## src/hdl/ledrs_pkg.sv

```systemverilog
// ----------------------------------------------------------------------------
// ledrs_pkg
// Shared types and constants for the LED driver refresh serialiser.
// ----------------------------------------------------------------------------
package ledrs_pkg;

    // number of digit entries in the local buffer
    localparam int DIGIT_COUNT = 6;
    localparam int IDX_W       = (DIGIT_COUNT > 1) ? $clog2(DIGIT_COUNT) : 1;

    // host operation codes
    localparam logic [1:0] OP_INIT   = 2'd0;
    localparam logic [1:0] OP_BRIGHT = 2'd1;
    localparam logic [1:0] OP_REFRESH = 2'd2;
    localparam logic [1:0] OP_WRITE  = 2'd3;

    // command bytes and address range
    localparam logic [7:0] CMD_DISPLAY_OFF = 8'h80;
    localparam logic [7:0] CMD_BRIGHT_BASE = 8'h88;
    localparam logic [3:0] BRIGHT_MAX      = 4'd8;
    localparam logic [7:0] GRID_BASE       = 8'hC0;
    localparam logic [7:0] GRID_TOP        = 8'(8'hC0 + 2 * DIGIT_COUNT - 1);

    // configuration register map and reset values
    localparam logic MODE_CMD_SEL = 1'b0;
    localparam logic DATA_CMD_SEL = 1'b1;
    localparam logic [7:0] MODE_CMD_RESET = 8'h03;
    localparam logic [7:0] DATA_CMD_RESET = 8'h44;

    // job queue between the front and back ends
    localparam int QUEUE_DEPTH = 2;
    localparam int QPTR_W      = 1;
    localparam int QCNT_W      = 2;

    // kind of serial job: sets byte count and frame marking
    typedef enum logic [1:0] {
        JOB_INIT,
        JOB_BRIGHT,
        JOB_REFRESH
    } t_job_kind;

    // one queued job: up to four bytes, byte 0 in the low bits
    typedef struct packed {
        t_job_kind   kind;
        logic [31:0] data;
    } t_job;

endpackage

```

## src/hdl/ledrs_front.sv

```systemverilog
// ----------------------------------------------------------------------------
// ledrs_front
// Accepts host transactions, keeps the digit buffer and refresh address,
// and turns each init, brightness or refresh command into a queued serial job.
// ----------------------------------------------------------------------------
module ledrs_front (
    input  logic                 i_clk,
    input  logic                 i_rst_n,
    input  logic                 i_valid,
    output logic                 o_stall,
    input  logic [1:0]           i_op,
    input  logic [2:0]           i_digit_index,
    input  logic [7:0]           i_digit_value,
    input  logic [3:0]           i_brightness,
    input  logic [7:0]           i_mode_cmd,
    input  logic [7:0]           i_data_cmd,
    input  logic                 i_queue_full,
    output logic                 o_push,
    output ledrs_pkg::t_job      o_job
);
    import ledrs_pkg::*;

    logic [7:0] r_digit [DIGIT_COUNT];
    logic [7:0] r_grid;
    logic [2:0] r_ptr;

    logic       accept;
    logic [7:0] grid_step;
    logic [7:0] grid_second;
    logic [2:0] ptr_step;
    logic [7:0] digit_byte;
    logic [7:0] digit_remap;
    logic [3:0] level;
    logic [7:0] bright_cmd;

    assign o_stall = i_queue_full;
    assign accept  = i_valid && !i_queue_full;

    // refresh address and pointer step
    always_comb begin
        if (r_grid > GRID_BASE) begin
            grid_step = r_grid - 8'd1;
            ptr_step  = r_ptr + 3'd1;
        end else begin
            grid_step = GRID_TOP;
            ptr_step  = 3'd0;
        end
        grid_second = grid_step - 8'd1;
        if ({1'b0, ptr_step} < 4'(DIGIT_COUNT)) begin
            digit_byte = r_digit[ptr_step[IDX_W-1:0]];
        end else begin
            digit_byte = 8'd0;
        end
        digit_remap = {digit_byte[5:0], digit_byte[1:0]};
    end

    // brightness command with saturation
    always_comb begin
        level = (i_brightness > BRIGHT_MAX) ? BRIGHT_MAX : i_brightness;
        if (level == 4'd0) begin
            bright_cmd = CMD_DISPLAY_OFF;
        end else begin
            bright_cmd = CMD_BRIGHT_BASE | {4'd0, level - 4'd1};
        end
    end

    // job build
    always_comb begin
        o_push     = 1'b0;
        o_job.kind = JOB_INIT;
        o_job.data = 32'd0;
        unique case (i_op)
            OP_INIT: begin
                o_push     = accept;
                o_job.kind = JOB_INIT;
                o_job.data = {16'd0, i_data_cmd, i_mode_cmd};
            end
            OP_BRIGHT: begin
                o_push     = accept;
                o_job.kind = JOB_BRIGHT;
                o_job.data = {24'd0, bright_cmd};
            end
            OP_REFRESH: begin
                o_push     = accept;
                o_job.kind = JOB_REFRESH;
                o_job.data = {digit_byte, grid_second, digit_remap, grid_step};
            end
            OP_WRITE: begin
                o_push = 1'b0;
            end
            default: begin
                o_push = 1'b0;
            end
        endcase
    end

    // buffer and refresh state
    always_ff @(posedge i_clk) begin
        if (!i_rst_n) begin
            for (int i = 0; i < DIGIT_COUNT; i++) begin
                r_digit[i] <= 8'd0;
            end
            r_grid <= 8'd0;
            r_ptr  <= 3'd0;
        end else if (accept) begin
            if (i_op == OP_REFRESH) begin
                r_grid <= grid_second;
                r_ptr  <= ptr_step;
            end else if (i_op == OP_WRITE &&
                         {1'b0, i_digit_index} < 4'(DIGIT_COUNT)) begin
                r_digit[i_digit_index[IDX_W-1:0]] <= i_digit_value;
            end
        end
    end

endmodule

```

## src/hdl/ledrs_queue.sv

```systemverilog
// ----------------------------------------------------------------------------
// ledrs_queue
// Short job queue that decouples the front end from the serialiser.
// ----------------------------------------------------------------------------
module ledrs_queue (
    input  logic            i_clk,
    input  logic            i_rst_n,
    input  logic            i_push,
    input  ledrs_pkg::t_job i_job,
    output logic            o_full,
    input  logic            i_pop,
    output logic            o_nonempty,
    output ledrs_pkg::t_job o_job
);
    import ledrs_pkg::*;

    t_job              r_entry [QUEUE_DEPTH];
    logic [QPTR_W-1:0] r_wr_ptr;
    logic [QPTR_W-1:0] r_rd_ptr;
    logic [QCNT_W-1:0] r_count;

    logic do_push;
    logic do_pop;

    assign o_full     = (r_count == QCNT_W'(QUEUE_DEPTH));
    assign o_nonempty = (r_count != '0);
    assign o_job      = r_entry[r_rd_ptr];
    assign do_push    = i_push && !o_full;
    assign do_pop     = i_pop && o_nonempty;

    // entry storage
    always_ff @(posedge i_clk) begin
        if (do_push) begin
            r_entry[r_wr_ptr] <= i_job;
        end
    end

    // pointers and fill level
    always_ff @(posedge i_clk) begin
        if (!i_rst_n) begin
            r_wr_ptr <= '0;
            r_rd_ptr <= '0;
            r_count  <= '0;
        end else begin
            if (do_push) begin
                r_wr_ptr <= r_wr_ptr + QPTR_W'(1);
            end
            if (do_pop) begin
                r_rd_ptr <= r_rd_ptr + QPTR_W'(1);
            end
            if (do_push && !do_pop) begin
                r_count <= r_count + QCNT_W'(1);
            end else if (do_pop && !do_push) begin
                r_count <= r_count - QCNT_W'(1);
            end
        end
    end

endmodule

```

## src/hdl/ledrs_back.sv

```systemverilog
// ----------------------------------------------------------------------------
// ledrs_back
// Serialiser: shifts queued jobs out LSB first with frame marks, one bit
// per output transaction, through a registered output stage.
// ----------------------------------------------------------------------------
module ledrs_back (
    input  logic            i_clk,
    input  logic            i_rst_n,
    input  logic            i_job_valid,
    input  ledrs_pkg::t_job i_job,
    output logic            o_pop,
    output logic            o_valid,
    input  logic            i_stall,
    output logic            o_dio,
    output logic            o_frame_start,
    output logic            o_frame_end,
    output logic            o_last
);
    import ledrs_pkg::*;

    logic        r_active;
    t_job_kind   r_kind;
    logic [31:0] r_data;
    logic [1:0]  r_byte;
    logic [2:0]  r_bit;

    logic        r_valid;
    logic        r_dio;
    logic        r_frame_start;
    logic        r_frame_end;
    logic        r_last;

    logic        advance;
    logic        emit;
    t_job_kind   src_kind;
    logic [31:0] src_data;
    logic [1:0]  byte_i;
    logic [2:0]  bit_i;
    logic [1:0]  last_byte;
    logic        bit_dio;
    logic        bit_start;
    logic        bit_end;
    logic        bit_last;

    assign advance = !r_valid || !i_stall;
    assign emit    = advance && (r_active || i_job_valid);
    assign o_pop   = emit && !r_active;

    // select the bit source: running job or head of the queue
    always_comb begin
        src_kind = r_active ? r_kind : i_job.kind;
        src_data = r_active ? r_data : i_job.data;
        byte_i   = r_active ? r_byte : 2'd0;
        bit_i    = r_active ? r_bit  : 3'd0;
        unique case (src_kind)
            JOB_INIT:    last_byte = 2'd1;
            JOB_BRIGHT:  last_byte = 2'd0;
            JOB_REFRESH: last_byte = 2'd3;
            default:     last_byte = 2'd0;
        endcase
        bit_dio   = src_data[{byte_i, bit_i}];
        bit_start = (bit_i == 3'd0) && (src_kind != JOB_REFRESH || !byte_i[0]);
        bit_end   = (bit_i == 3'd7) && (src_kind != JOB_REFRESH || byte_i[0]);
        bit_last  = (bit_i == 3'd7) && (byte_i == last_byte);
    end

    // job progress
    always_ff @(posedge i_clk) begin
        if (!i_rst_n) begin
            r_active <= 1'b0;
            r_byte   <= 2'd0;
            r_bit    <= 3'd0;
        end else if (emit) begin
            r_active        <= !bit_last;
            {r_byte, r_bit} <= bit_last ? 5'd0 : {byte_i, bit_i} + 5'd1;
        end
    end

    // job payload capture on pop
    always_ff @(posedge i_clk) begin
        if (o_pop) begin
            r_kind <= i_job.kind;
            r_data <= i_job.data;
        end
    end

    // output register
    always_ff @(posedge i_clk) begin
        if (!i_rst_n) begin
            r_valid <= 1'b0;
        end else if (advance) begin
            r_valid <= emit;
        end
    end

    always_ff @(posedge i_clk) begin
        if (emit) begin
            r_dio         <= bit_dio;
            r_frame_start <= bit_start;
            r_frame_end   <= bit_end;
            r_last        <= bit_last;
        end
    end

    assign o_valid       = r_valid;
    assign o_dio         = r_dio;
    assign o_frame_start = r_frame_start;
    assign o_frame_end   = r_frame_end;
    assign o_last        = r_last;

endmodule

```

## src/hdl/led_driver_refresh_serializer.sv

```systemverilog
// Path: an accepted command goes to the job queue; the serialiser registers its bits.
// Throughput: the serialiser sends one bit per cycle while i_stall is low, so init
// sends 16 bits, brightness 8 and refresh 32; a buffer write sends nothing.
// A two-entry job queue lets commands be accepted while the serialiser shifts.
// Reset (synchronous, active low) clears the digit buffer, refresh address and
// pointer, empties the queue and restores the command registers to 0x03 / 0x44.
// ----------------------------------------------------------------------------
// led_driver_refresh_serializer
// Serial refresh engine for a three-wire LED display controller.
// ----------------------------------------------------------------------------
module led_driver_refresh_serializer (
    input  logic        i_clk,
    input  logic        i_rst_n,
    // command channel
    input  logic        i_valid,
    output logic        o_stall,
    input  logic [1:0]  i_op,
    input  logic [2:0]  i_digit_index,
    input  logic [7:0]  i_digit_value,
    input  logic [3:0]  i_brightness,
    // serial bit channel
    output logic        o_valid,
    input  logic        i_stall,
    output logic        o_dio,
    output logic        o_frame_start,
    output logic        o_frame_end,
    output logic        o_last,
    // register port
    input  logic        psel,
    input  logic        penable,
    input  logic        pwrite,
    input  logic [2:0]  paddr,
    input  logic [31:0] pwdata,
    output logic [31:0] prdata,
    output logic        pready
);
    import ledrs_pkg::*;

    logic [7:0] r_mode_cmd;
    logic [7:0] r_data_cmd;

    logic       cfg_write;
    logic       queue_full;
    logic       queue_push;
    logic       queue_pop;
    logic       queue_nonempty;
    t_job       front_job;
    t_job       head_job;

    // register port
    assign pready    = 1'b1;
    assign cfg_write = psel && penable && pwrite;

    always_ff @(posedge i_clk) begin
        if (!i_rst_n) begin
            r_mode_cmd <= MODE_CMD_RESET;
            r_data_cmd <= DATA_CMD_RESET;
        end else if (cfg_write) begin
            unique case (paddr[2])
                MODE_CMD_SEL: r_mode_cmd <= pwdata[7:0];
                DATA_CMD_SEL: r_data_cmd <= pwdata[7:0];
                default:      r_mode_cmd <= r_mode_cmd;
            endcase
        end
    end

    always_comb begin
        unique case (paddr[2])
            MODE_CMD_SEL: prdata = {24'd0, r_mode_cmd};
            DATA_CMD_SEL: prdata = {24'd0, r_data_cmd};
            default:      prdata = 32'd0;
        endcase
    end

    // command decode
    ledrs_front u_front (
        .i_clk         (i_clk),
        .i_rst_n       (i_rst_n),
        .i_valid       (i_valid),
        .o_stall       (o_stall),
        .i_op          (i_op),
        .i_digit_index (i_digit_index),
        .i_digit_value (i_digit_value),
        .i_brightness  (i_brightness),
        .i_mode_cmd    (r_mode_cmd),
        .i_data_cmd    (r_data_cmd),
        .i_queue_full  (queue_full),
        .o_push        (queue_push),
        .o_job         (front_job)
    );

    // job queue
    ledrs_queue u_queue (
        .i_clk      (i_clk),
        .i_rst_n    (i_rst_n),
        .i_push     (queue_push),
        .i_job      (front_job),
        .o_full     (queue_full),
        .i_pop      (queue_pop),
        .o_nonempty (queue_nonempty),
        .o_job      (head_job)
    );

    // serialiser
    ledrs_back u_back (
        .i_clk         (i_clk),
        .i_rst_n       (i_rst_n),
        .i_job_valid   (queue_nonempty),
        .i_job         (head_job),
        .o_pop         (queue_pop),
        .o_valid       (o_valid),
        .i_stall       (i_stall),
        .o_dio         (o_dio),
        .o_frame_start (o_frame_start),
        .o_frame_end   (o_frame_end),
        .o_last        (o_last)
    );

endmodule
```

## config.mk

```make
export PLATFORM = sky130hd
export DESIGN_NAME = led_driver_refresh_serializer
export DESIGN_NICKNAME = d
export VERILOG_FILES = /design/src/hdl/ledrs_pkg.sv /design/src/hdl/ledrs_front.sv /design/src/hdl/ledrs_queue.sv /design/src/hdl/ledrs_back.sv /design/src/hdl/led_driver_refresh_serializer.sv
export SDC_FILE = /design/constraint.sdc
export NUM_CORES = 1
export LEC_CHECK = 0
export ABC_AREA = 0
export ABC_CLOCK_PERIOD_IN_PS = 5000
export BUFFER_PORTS_ARGS = -buffer_cell sky130_fd_sc_hd__buf_2
export CORE_MARGIN = 2
export CORE_UTILIZATION = 30
export CTS_CLUSTER_DIAMETER = 120
export CTS_CLUSTER_SIZE = 16
export DETAILED_ROUTE_END_ITERATION = 6
export GPL_TIMING_DRIVEN = 0
export PLACE_DENSITY_LB_ADDON = 0.05
export SYNTH_ARGS = -nofsm -noshare
export SYNTH_HDL_FRONTEND = slang
export SYNTH_HIERARCHICAL = 1
export SYNTH_SLANG_ARGS = --single-unit
```

## constraint.sdc

```tcl
create_clock -name i_clk -period 5 [get_ports i_clk]
set_input_delay 1 -clock i_clk [delete_from_list [all_inputs] [get_ports i_clk]]
set_output_delay 1 -clock i_clk [all_outputs]
set_load 0.1 [all_outputs]
```

==> results of run 1 <==
## kinds of logic after synthesis
family | count (synthesis) | share of synthesized area
buffers and inverters | 84 | 0.05430
other | 2 | 0.0008149
DFF | 193 | 0.5865
muxes | 79 | 0.09978
and+or+nand+nor | 242 | 0.1431
AOI/OAI and AO/OA | 112 | 0.09246
xor gates and xnor gates | 12 | 0.01222
adders and majority gates | 8 | 0.01086
## power groups by stage
stage	sequential, W	combinational [W]	clock, W
5_1_grt	0.00226	0.00132	0.00148
2_1_floorplan	0.00237	0.000763	0
4_1_cts	0.00224	0.00124	0.00141
3_3_place_gp	0.00228	0.00116	0
3_5_place_dp	0.00227	0.00124	0
6_report	0.00223	0.00122	0.00137
## through the flow
step / cell area (um^2) / hold slack (ns) / total power [W]
global placement: 10020 / 0.4480 / 0.003442
finish: 10720 / 0.4653 / 0.004820
CTS: 10720 / 0.4637 / 0.004889
floorplan: 9303 / 0.4356 / 0.003133
global route: 10720 / 0.5078 / 0.005058
detailed placement: 10140 / 0.4536 / 0.003509
## worst max-delay path: cells and delay by family (launching register included)
kind            cells  cell delay, ns
fa+ha+maj           2            0.61
xor+xnor            1            0.36
compound gates      1            0.44
simple gates        4            0.61
flops               1            0.44
buf+inv             2            0.52
## layer usage
metal,wire (um),vias up
met5,0,-
met4,349,0
met3,864,24
met2,11410,141
met1,11410,2890
li1,-,2855
## cell usage after synthesis, drive strengths merged (8+ instances only)
cell type  count  share of area
o21ai         20          0.013
a211oi        12          0.011
nand2         65          0.027
nand2b         8         0.0054
nor2          31          0.013
and2          49          0.033
edfxtp       154           0.50
a21oi         18         0.0098
clkbuf        10         0.0041
nand3         17         0.0092
mux2          47          0.057
ha             8          0.011
and3          11         0.0075
xnor2         10         0.0095
inv           21         0.0086
mux2i         27          0.029
dfxtp         39          0.085
buf           53          0.042
nor2b         13         0.0088
nor3          14         0.0081
## area by class of cell
type                       instances  area (um^2)  area share
sequential                       193         5405      0.5044
multi-input combinational        478         3412      0.3184
tap                              396        495.5     0.04624
clock buffer                      17        425.4     0.03970
buffer                            63        421.7     0.03935
timing repair buffer              50        327.8     0.03059
clock inverter                    14        148.9     0.01390
inverter                          21        78.83    0.007356
## layout by cell type (no fill, tap or decap), types with 25 or more instances in the layout
master and instances:
buf_2 60, and2_1 48, conb_1 25, edfxtp_1 154
nand2_1 64, nor2_1 30, mux2i_1 27, buf_4 33
mux2_2 47, dfxtp_1 39
## registers in the layout, summed over array words and instances, names as in the netlist, named ones only
name / count
u_queue/r_entry: 68
u_queue/r_wr_ptr: 1
r_mode_cmd: 8
u_back/o_frame_end: 1
u_back/r_active: 1
u_back/o_valid: 1
u_front/r_grid: 8
u_front/r_digit: 48
u_queue/r_rd_ptr: 1
u_back/o_last: 1
u_queue/r_count: 2
u_back/r_bit: 3
u_back/r_kind: 2
u_back/r_byte: 2
r_data_cmd: 8
u_front/r_ptr: 3
u_back/o_frame_start: 1
u_back/r_data: 32
u_back/o_dio: 1
## worst max path at each step
stage,slack (ns),startpoint,end
6_report,1.76,u_front/r_grid[0]$_SDFFE_PN0P_,u_queue/r_entry[1][20]$_DFFE_PP_
5_1_grt,1.54,u_front/r_grid[0]$_SDFFE_PN0P_,u_queue/r_entry[1][20]$_DFFE_PP_
4_1_cts,1.81,u_front/r_grid[0]$_SDFFE_PN0P_,u_queue/r_entry[1][20]$_DFFE_PP_
3_5_place_dp,1.48,i_rst_n,u_front/r_digit[1][2]$_SDFFCE_PN0P_
3_3_place_gp,-0.30,i_stall,u_queue/r_count[1]$_SDFFE_PN0P_
2_1_floorplan,0.99,i_stall,u_queue/r_count[1]$_SDFFE_PN0P_
==> flow_summary_export.csv, run 1 <==
group,metric,value,unit
status,outcome,"finished, final reports clean",
floorplan,rows,64,
worst_setup_path,worstPathArrival,3.41,ns
layout,post-route-util,0.3521,
drt,viasPerCell,4.797,
sta,slew_headroom,0.1132,
layout,nets,891,
clock_tree,cts-resized-gates,0,
grt,gr-usage-met1,0.2158,
grt,grt_start_max_net_pins,35,
yosys,synth_edf_count,154,
grt,overflow,0,
place,place_congestion,0.7996,
sta,hold_violations,0,
sta,timing.final.max_slew_violations,0,
power_and_ir_drop,p_int,0.003264,W
grt,gr-usage-met2,0.2479,
min_path,holdCritStartpoint,"u_front/r_ptr[1]$_SDFFE_PN0P_",
yosys,ys_seq_area_frac,0.5865,
clock_tree,clock_latency,0.45,ns
floorplan,start_util,0.3029,
layout,antennaDiodeCount,0,
floorplan,die_x,179.3,um
clock_tree,htreeDepth,4,
worst_setup_path,startpoint_type,"register",
drt,drtAntennaViolNets,0,
layout,area_delta_synth_final,16.26,%
power_and_ir_drop,power.switching,0.001556,W
worst_setup_path,cpMaxStageDelayCell,"dfxtp_1",
floorplan,core_area,30430,um^2
drt,detail_route.wl_per_cell,19.50,um
yosys,ys.warnings.count,6,
yosys,synth_cell_type_count,83,
place,port_buffers,45,
worst_setup_path,end_kind,"register",
power_and_ir_drop,p_per_area,449.8,nW/um^2
power_and_ir_drop,comb_power_share,0.253,
drt,drc,0,
clock_tree,ctsHoldBuffers,0,
worst_setup_path,reg2reg_setup_slack,1.76,ns
power_and_ir_drop,p_seq_frac,0.463,
place,post-dp-hpwl,17390,um
yosys,async_flop_share,0,
layout,layout-drive-gt1-share,0.2548,
run,max_cap_violations,0,
worst_setup_path,path_max_fanout,10,
min_path,whs_path_depth,2,
drt,vias,5910,
floorplan,die_h,179.3,um
sta,totalNegativeSetupSlack,0,ns
yosys,synth_area,9216,um^2
sta,fin_skew,0.01235,ns
min_path,min_path_type,"register to register",
sta,tightestPinTransition,1.316,ns
worst_setup_path,crit_chain,"inv_1 -> ha_1 -> a21oi_1 -> buf_2 -> and2_1 -> ha_1 -> and2_1 -> nand2_1 -> xnor2_1 -> nor2_1",
power_and_ir_drop,pwr-share-clk,0.284,
place,dp_slack,1.480,ns
drt,routed_wl,24030,um
grt,grt_pass1_wl,36400,um
drt,drtPass1Iterations,5,
power_and_ir_drop,vdd_ir_drop_max,234.7,uV
grt,antenna_found_initial,0,
place,dp.cells,1201,
yosys,ys_ff_latch,193,
floorplan,die_area,32140,um^2
grt,use_met3,0.02672,
sta,setup_ws,1.763,ns
sta,final-setup-viol-count,0,
yosys,synthCells,732,
yosys,ys_dominant_reg_cell,"edfxtp_1",
clock_tree,root_buffer,"clkbuf_16",
sta,finalCriticalPeriod,3.237,ns
clock_tree,cts_inserted_buffers,17,
power_and_ir_drop,p_leak,3.959,nW
clock_tree,cts_tree,"yes",
worst_setup_path,crit_required,5.17,ns
grt,grt-busiest-layer,"met2",
clock_tree,clockBufferDepth,2,
clock_tree,cts.clk_slew.worst_paths,0.08,ns
worst_setup_path,crit_path_max_incr_delay,0.44,ns
power_and_ir_drop,swShare,0.3229,
clock_tree,clkSinkCount,193,
sta,period_share,0.6474,
sta,rsz0062_at_grt,"no",
worst_setup_path,rr_endpoint,"u_queue/r_entry[1][20]$_DFFE_PP_",
floorplan,ios,98,
yosys,avgSynthCellArea,12.59,um^2
min_path,worstHoldEndpoint,"u_front/r_ptr[1]$_SDFFE_PN0P_",
sta,fmax,308.9,MHz
layout,n_fill_cell,3030,
grt,grt.total_usage,0.1560,
grt,grt_pass1_vias,5920,
clock_tree,postCtsSetupBuffers,0,
layout,final_cells,1232,
worst_setup_path,r2r-start,"u_front/r_grid[0]$_SDFFE_PN0P_",
worst_setup_path,path_class,"register to register",
drt,drtIter0Drc,461,
worst_setup_path,reg2reg_depth,10,
Note: power is estimated with default switching activity, not from simulation.
==> run 2, diff against run 1 <==
Settings changed: ABC_AREA 0 to 1, ABC_CLOCK_PERIOD_IN_PS 5000 to 2700.
Clock period 5 ns to 2.7 ns, I/O delays scaled along.
==> run 2 against run 1 <==
  * Sequential power rose by 91%
  * Worst hold slack worse by 0.14 ns
  * Clock power increased by 84%
  * Register-to-register slack got worse by 1.5 ns
  * Final area up 3.6%
==> flow_summary_export.csv, run 2 <==
group,metric,value,unit
status,outcome,"finished, final reports clean",
place,place_congestion,0.7984,
worst_setup_path,path_buf_inv,7,
worst_setup_path,crit_path_max_incr_delay,0.34,ns
yosys,synth_top_cell_by_area,"edfxtp_1",
place,port_buffers,45,
grt,grt-busiest-layer,"met2",
yosys,synth_cell_type_count,41,
layout,nets,1134,
layout,final_common_cell,"nand2_1",
run,max_cap_violations,0,
clock_tree,ctsHoldBuffers,0,
worst_setup_path,cp_common_cell,"inv_1",
grt,gr-usage-met2,0.2409,
yosys,ys_seq_area_frac,0.5798,
clock_tree,cts_inserted_buffers,17,
clock_tree,cts.clk_slew.worst_paths,0.07,ns
floorplan,core_area,31560,um^2
sta,timing.final.max_slew_violations,0,
min_path,min_path_type,"input port to register",
place,place_area,10530,um^2
yosys,synth_area,9633,um^2
sta,slew_headroom,0.3863,
layout,n_fill_cell,3234,
drt,vias,6589,
layout,finish.instance_area,11100,um^2
worst_setup_path,path_max_fanout,11,
floorplan,die_h,183.2,um
place,dp.cells,1448,
drt,drtIter0Drc,347,
clock_tree,htreeDepth,4,
yosys,synth_top_area_frac,0.4988,
sta,hold_violations,0,
clock_tree,root_buffer,"clkbuf_16",
worst_setup_path,cp_top_family,"buffers and inverters",
sta,fin_skew,0.01048,ns
floorplan,die_x,183.2,um
place,post-dp-hpwl,17750,um
floorplan,rows,65,
drt,drtAntennaViolNets,0,
yosys,async_flop_share,0,
yosys,yosys-top-cells-count,"nand2_1, edfxtp_1, nor2_1",
power_and_ir_drop,p_int,0.006239,W
worst_setup_path,startpoint_type,"register",
power_and_ir_drop,vdd_ir_drop_max,454.5,uV
grt,grt_pass1_wl,37870,um
worst_setup_path,cpMaxStageDelayCell,"o21ai_2",
floorplan,ios,98,
drt,routed_wl,24400,um
sta,period_share,0.9124,
grt,grt.total_usage,0.1515,
drt,detail_route.wl_per_cell,16.46,um
layout,layout_common_cells,"nand2_1, edfxtp_1, nor2_1",
yosys,avgSynthCellArea,9.921,um^2
yosys,ys.warnings.count,6,
floorplan,die_area,33560,um^2
yosys,synth_edf_count,160,
worst_setup_path,path_class,"register to register",
drt,drc,0,
power_and_ir_drop,power.switching,0.003368,W
grt,overflow,0,
worst_setup_path,end_kind,"register",
grt,gr-usage-met1,0.2118,
layout,top_register,"u_queue/r_entry",
layout,area_delta_synth_final,15.26,%
layout,final_cells,1482,
worst_setup_path,worstPathArrival,2.84,ns
yosys,synth_most_common_cell,"nand2_1",
sta,rsz0062_at_grt,"no",
yosys,ys_ff_latch,199,
power_and_ir_drop,p_per_area,865.3,nW/um^2
power_and_ir_drop,comb_power_share,0.295,
layout,reg_top3,"u_queue/r_entry: 68 flops, u_front/r_digit: 54 flops, u_back/r_data: 32 flops",
layout,antennaDiodeCount,0,
power_and_ir_drop,swShare,0.3506,
clock_tree,clkSinkCount,199,
sta,final-setup-viol-count,0,
sta,fmax,405.9,MHz
clock_tree,clock_latency,0.44,ns
sta,tightestPinTransition,0.9172,ns
yosys,synthCells,971,
layout,layout-drive-gt1-share,0.1907,
grt,antenna_found_initial,0,
worst_setup_path,crit_chain,"buf_4 -> buf_8 -> o21ai_2 -> inv_2 -> nand2_1 -> clkinvlp_4 -> o21a_1 -> inv_1 -> ha_1 -> inv_1 -> nand3_1 -> nand2_1 -> inv_1 -> nor2_1",
drt,viasPerCell,4.446,
grt,grt_pass1_vias,6454,
drt,drtPass1Iterations,5,
clock_tree,clockBufferDepth,2,
clock_tree,cts_tree,"yes",
yosys,ys_dominant_reg_cell,"edfxtp_1",
grt,use_met3,0.03038,
power_and_ir_drop,p_seq_frac,0.442,
floorplan,start_util,0.3053,
worst_setup_path,crit_required,3.08,ns
power_and_ir_drop,pwr-share-clk,0.263,
layout,largest_reg_flops,68,
grt,grt_start_max_net_pins,27,
yosys,synthTopCellsByArea,"edfxtp_1, nand2_1, dfxtp_1",
sta,finalCriticalPeriod,2.463,ns
power_and_ir_drop,p_leak,4.783,nW
## run 2: metrics by stage
stage / utilization / setup WS (ns) / power (W) / TNS, ns / hold slack (ns)
after floorplan: - / 0.004011 / 0.006416 / 0 / 0.4407
after global placement: 0.3318 / -1.755 / 0.007157 / -119.91 / 0.4695
after detailed placement: 0.3336 / -0.4094 / 0.007160 / -1.511 / 0.4765
after CTS: 0.3518 / 0.02686 / 0.009754 / 0 / 0.3032
after global routing: 0.3519 / 0.04662 / 0.01015 / 0 / 0.3128
final: 0.3519 / 0.2365 / 0.009608 / 0 / 0.3250
## run 2: power by group through the flow
stage	Sequential (W)	Clock, W	Combinational, W
4_1_cts	0.00426	0.00261	0.00288
2_1_floorplan	0.00451	0	0.00191
6_report	0.00425	0.00252	0.00283
3_5_place_dp	0.00433	0	0.00283
5_1_grt	0.00430	0.00273	0.00312
3_3_place_gp	0.00436	0	0.00280
## run 2: final cells by class
cell class / count / area (um^2) / share of cell area
buffer: 57 / 455.4 / 0.04102
clock buffer: 18 / 429.2 / 0.03865
clock inverter: 14 / 132.6 / 0.01195
inverter: 110 / 419.2 / 0.03775
multi-input combinational: 633 / 3297 / 0.2969
sequential: 199 / 5587 / 0.5032
tap: 402 / 503.0 / 0.04530
timing repair buffer: 48 / 272.8 / 0.02457
timing repair inverter: 1 / 7.507 / 0.0006761
## run 2: worst min-delay path: cells and delay by family
family | cells | cell delay, ns
simple gates | 2 | 0.11
buf+inv | 1 | 0.09
## run 2: routing by layer
metal  up-vias  wire length (um)
met4         0               268
met3        21               614
met1      3093             12410
li1       3367                 -
met2       108             11100
met5         -                 0
## run 2: timing repair
action                     CTS  global route
setup endpoints to repair    4            25
buffers inserted             1             0
resized for setup            0             2
cloned                       1             0
pin swaps                    0             0
## run 2: logic make-up after synthesis
group | after synthesis | synth area share
adders and majority gates | 8 | 0.01039
and+or+nand+nor | 500 | 0.2291
buffers and inverters | 167 | 0.09040
muxes | 34 | 0.05143
other | 3 | 0.001169
xor gates and xnor gates | 3 | 0.002728
DFF | 199 | 0.5798
AOI/OAI and AO/OA | 57 | 0.03494
## run 2: worst paths after layout
kind                                               startpoint                         endpoint  slack [ns]  cells past startpoint
worst min register to register  u_back/r_byte[1]$_SDFFE_PN0P_    u_back/r_byte[1]$_SDFFE_PN0P_        0.49                      2
worst max register to register   u_back/r_active$_SDFFE_PN0P_  u_queue/r_count[1]$_SDFFE_PN0P_        0.24                     14
worst min-delay path                                pwdata[1]       r_mode_cmd[1]$_SDFFE_PN1P_        0.32                      3
worst max-delay path             u_back/r_active$_SDFFE_PN0P_  u_queue/r_count[1]$_SDFFE_PN0P_        0.24                     14
==> run 3, diff against run 2 <==
Settings changed: CORE_UTILIZATION 30 to 35.
==> run 3 against run 2 <==
  * Register-to-register slack is essentially flat
  * Clock power is 6% higher
  * Non-clock buffer count is the same
  * Total power rose by 1.0%
  * Setup slack got worse by 0.0047 ns
  * Core utilization up 5.8 points
  * Final area fell by 0.23%
  * Combinational power hardly changed
  * Clock skew grew 0.0045 ns
  * Sequential power hardly changed
  * Critical endpoint is now u_front/r_digit[4][5]$_SDFFCE_PN0P_
  * Largest power group unchanged
  * Highest routed layer unchanged
==> flow_summary_export.csv, run 3 (same netlist as run 2, synthesis figures left out) <==
group,metric,value,unit
status,outcome,"finished, final reports clean",
layout,antennaDiodeCount,0,
worst_setup_path,crit_required,2.76,ns
power_and_ir_drop,p_seq_frac,0.437,
clock_tree,root_buffer,"clkbuf_16",
grt,use_met3,0.03070,
worst_setup_path,path_class,"register to register",
layout,area_delta_synth_final,15.00,%
worst_setup_path,startpoint_type,"register",
run,max_cap_violations,0,
grt,grt-busiest-layer,"met2",
clock_tree,htreeDepth,4,
worst_setup_path,r2r-start,"u_queue/r_count[1]$_SDFFE_PN0P_",
layout,reg_top3,"u_queue/r_entry: 68 flops, u_front/r_digit: 54 flops, u_back/r_data: 32 flops",
grt,gr-usage-met2,0.2738,
power_and_ir_drop,p_int,0.006354,W
grt,grt.total_usage,0.1683,
floorplan,ios,98,
power_and_ir_drop,pwr-share-clk,0.275,
grt,antenna_found_initial,0,
floorplan,die_x,169.9,um
min_path,holdCritStartpoint,"pwdata[2]",
grt,grt_pass1_wl,36400,um
layout,largest_reg_flops,68,
power_and_ir_drop,power.switching,0.003350,W
power_and_ir_drop,p_per_area,876.0,nW/um^2
sta,whs,0.3225,ns
drt,drtAntennaViolNets,0,
place,place_congestion,0.7911,
clock_tree,clockBufferDepth,2,
worst_setup_path,cp_top_family,"compound AO/OA/AOI/OAI gates",
worst_setup_path,critPathLaunch,"u_queue/r_count[1]$_SDFFE_PN0P_",
worst_setup_path,worstPathArrival,2.52,ns
power_and_ir_drop,p_leak,4.807,nW
clock_tree,cts.clk_slew.worst_paths,0.08,ns
grt,grt_start_max_net_pins,29,
sta,slew_headroom,0.1381,
sta,period_share,0.9141,
worst_setup_path,crit_path_max_incr_delay,0.99,ns
floorplan,start_util,0.3564,
layout,top_register,"u_queue/r_entry",
drt,detail_route.wl_per_cell,16.10,um
floorplan,die_h,169.9,um
place,dp_slack,-0.3891,ns
sta,fin_skew,0.01499,ns
sta,final-setup-viol-count,0,
power_and_ir_drop,comb_power_share,0.288,
worst_setup_path,cp_common_cell,"inv_1",
min_path,min_path_type,"input port to register",
clock_tree,clkSinkCount,199,
sta,rsz0062_at_grt,"no",
sta,finalCriticalPeriod,2.468,ns
layout,nets,1134,
clock_tree,cts_tree,"yes",
layout,final_common_cell,"nand2_1",
worst_setup_path,end_kind,"register",
drt,drc,0,
floorplan,core_area,27030,um^2
clock_tree,cts_inserted_buffers,17,
clock_tree,clock_latency,0.44,ns
power_and_ir_drop,vdd_ir_drop_max,417.0,uV
layout,layout-drive-gt1-share,0.1926,
sta,timing.final.max_slew_violations,0,
worst_setup_path,crit_chain,"inv_1 -> nor2_1 -> inv_1 -> nand2_1 -> nor2_1 -> inv_1 -> o21ai_0",
drt,routed_wl,22880,um
drt,vias,6522,
sta,setup_ws,0.2318,ns
place,port_buffers,45,
drt,drtPass1Iterations,5,
place,post-dp-hpwl,16600,um
floorplan,rows,60,
grt,grt_pass1_vias,6477,
sta,fmax,405.2,MHz
sta,hold_violations,0,
drt,viasPerCell,4.590,
drt,drtIter0Drc,340,
layout,n_fill_cell,2695,
grt,overflow,0,
clock_tree,ctsHoldBuffers,0,
worst_setup_path,path_max_fanout,8,
layout,layout_common_cells,"nand2_1, edfxtp_1, nor2_1",
floorplan,die_area,28870,um^2
worst_setup_path,path_buf_inv,3,
worst_setup_path,cpMaxStageDelayCell,"o21ai_0",
sta,tightestPinTransition,1.279,ns
grt,gr-usage-met1,0.2288,
power_and_ir_drop,swShare,0.3452,
[run 3: cell type report]
cell class	instances	area, um^2	share of cell area
Sequential cell	199	5587	0.5043
Timing Repair Buffer	48	272.8	0.02462
Inverter	110	419.2	0.03784
Clock inverter	15	187.7	0.01694
Timing Repair inverter	1	7.507	0.0006777
Clock buffer	17	425.4	0.03840
Multi-Input combinational cell	633	3297	0.2976
Tap cell	341	426.7	0.03851
Buffer	57	455.4	0.04111
[run 3: worst min-delay path, delay by kind of cell]
| kind | cells | cell delay [ns] |
|---|---|---|
| buffers and inverters | 1 | 0.09 |
| and+or+nand+nor | 2 | 0.11 |
[run 3: metal layers]
metal  up-vias  wire [um]
met4         0        297
li1       3366          -
met2       107      10650
met1      3036      11220
met3        13        708
met5         -          0
[run 3: per-stage QoR]
stage	power [W]	util	area, um^2	instances	setup TNS, ns
global placement	0.007102	0.3846	10400	1385	-112.82
CTS	0.009848	0.4098	11080	1421	0
global route	0.01024	0.4099	11080	1421	0
floorplan	0.006416	-	9743	999	0
detailed placement	0.007117	0.3867	10450	1387	-0.7706
finish	0.009704	0.4099	11080	1421	0
[run 3: power by group through the flow]
stage          clock network, W  logic (W)  registers (W)
2_1_floorplan                 0    0.00191        0.00451
3_3_place_gp                  0    0.00276        0.00435
3_5_place_dp                  0    0.00279        0.00433
4_1_cts                 0.00276    0.00284        0.00425
5_1_grt                 0.00286    0.00307        0.00431
6_report                0.00267    0.00280        0.00424
[run 3: repair_timing]
| item | CTS | global route |
|---|---|---|
| gates resized for setup | 0 | 1 |
| gates cloned | 1 | 0 |
| buffers inserted | 1 | 0 |
| setup endpoints to repair | 2 | 17 |
[run 3: final timing paths]
| path | to | slack [ns] | cells past startpoint |
|---|---|---|---|
| worst max register to register | u_front/r_digit[4][5]$_SDFFCE_PN0P_ | 0.23 | 7 |
| worst min-delay path | r_data_cmd[2]$_SDFFE_PN1P_ | 0.32 | 3 |
| worst min register to register | u_back/r_byte[1]$_SDFFE_PN0P_ | 0.49 | 2 |
| worst max-delay path | u_front/r_digit[4][5]$_SDFFCE_PN0P_ | 0.23 | 7 |
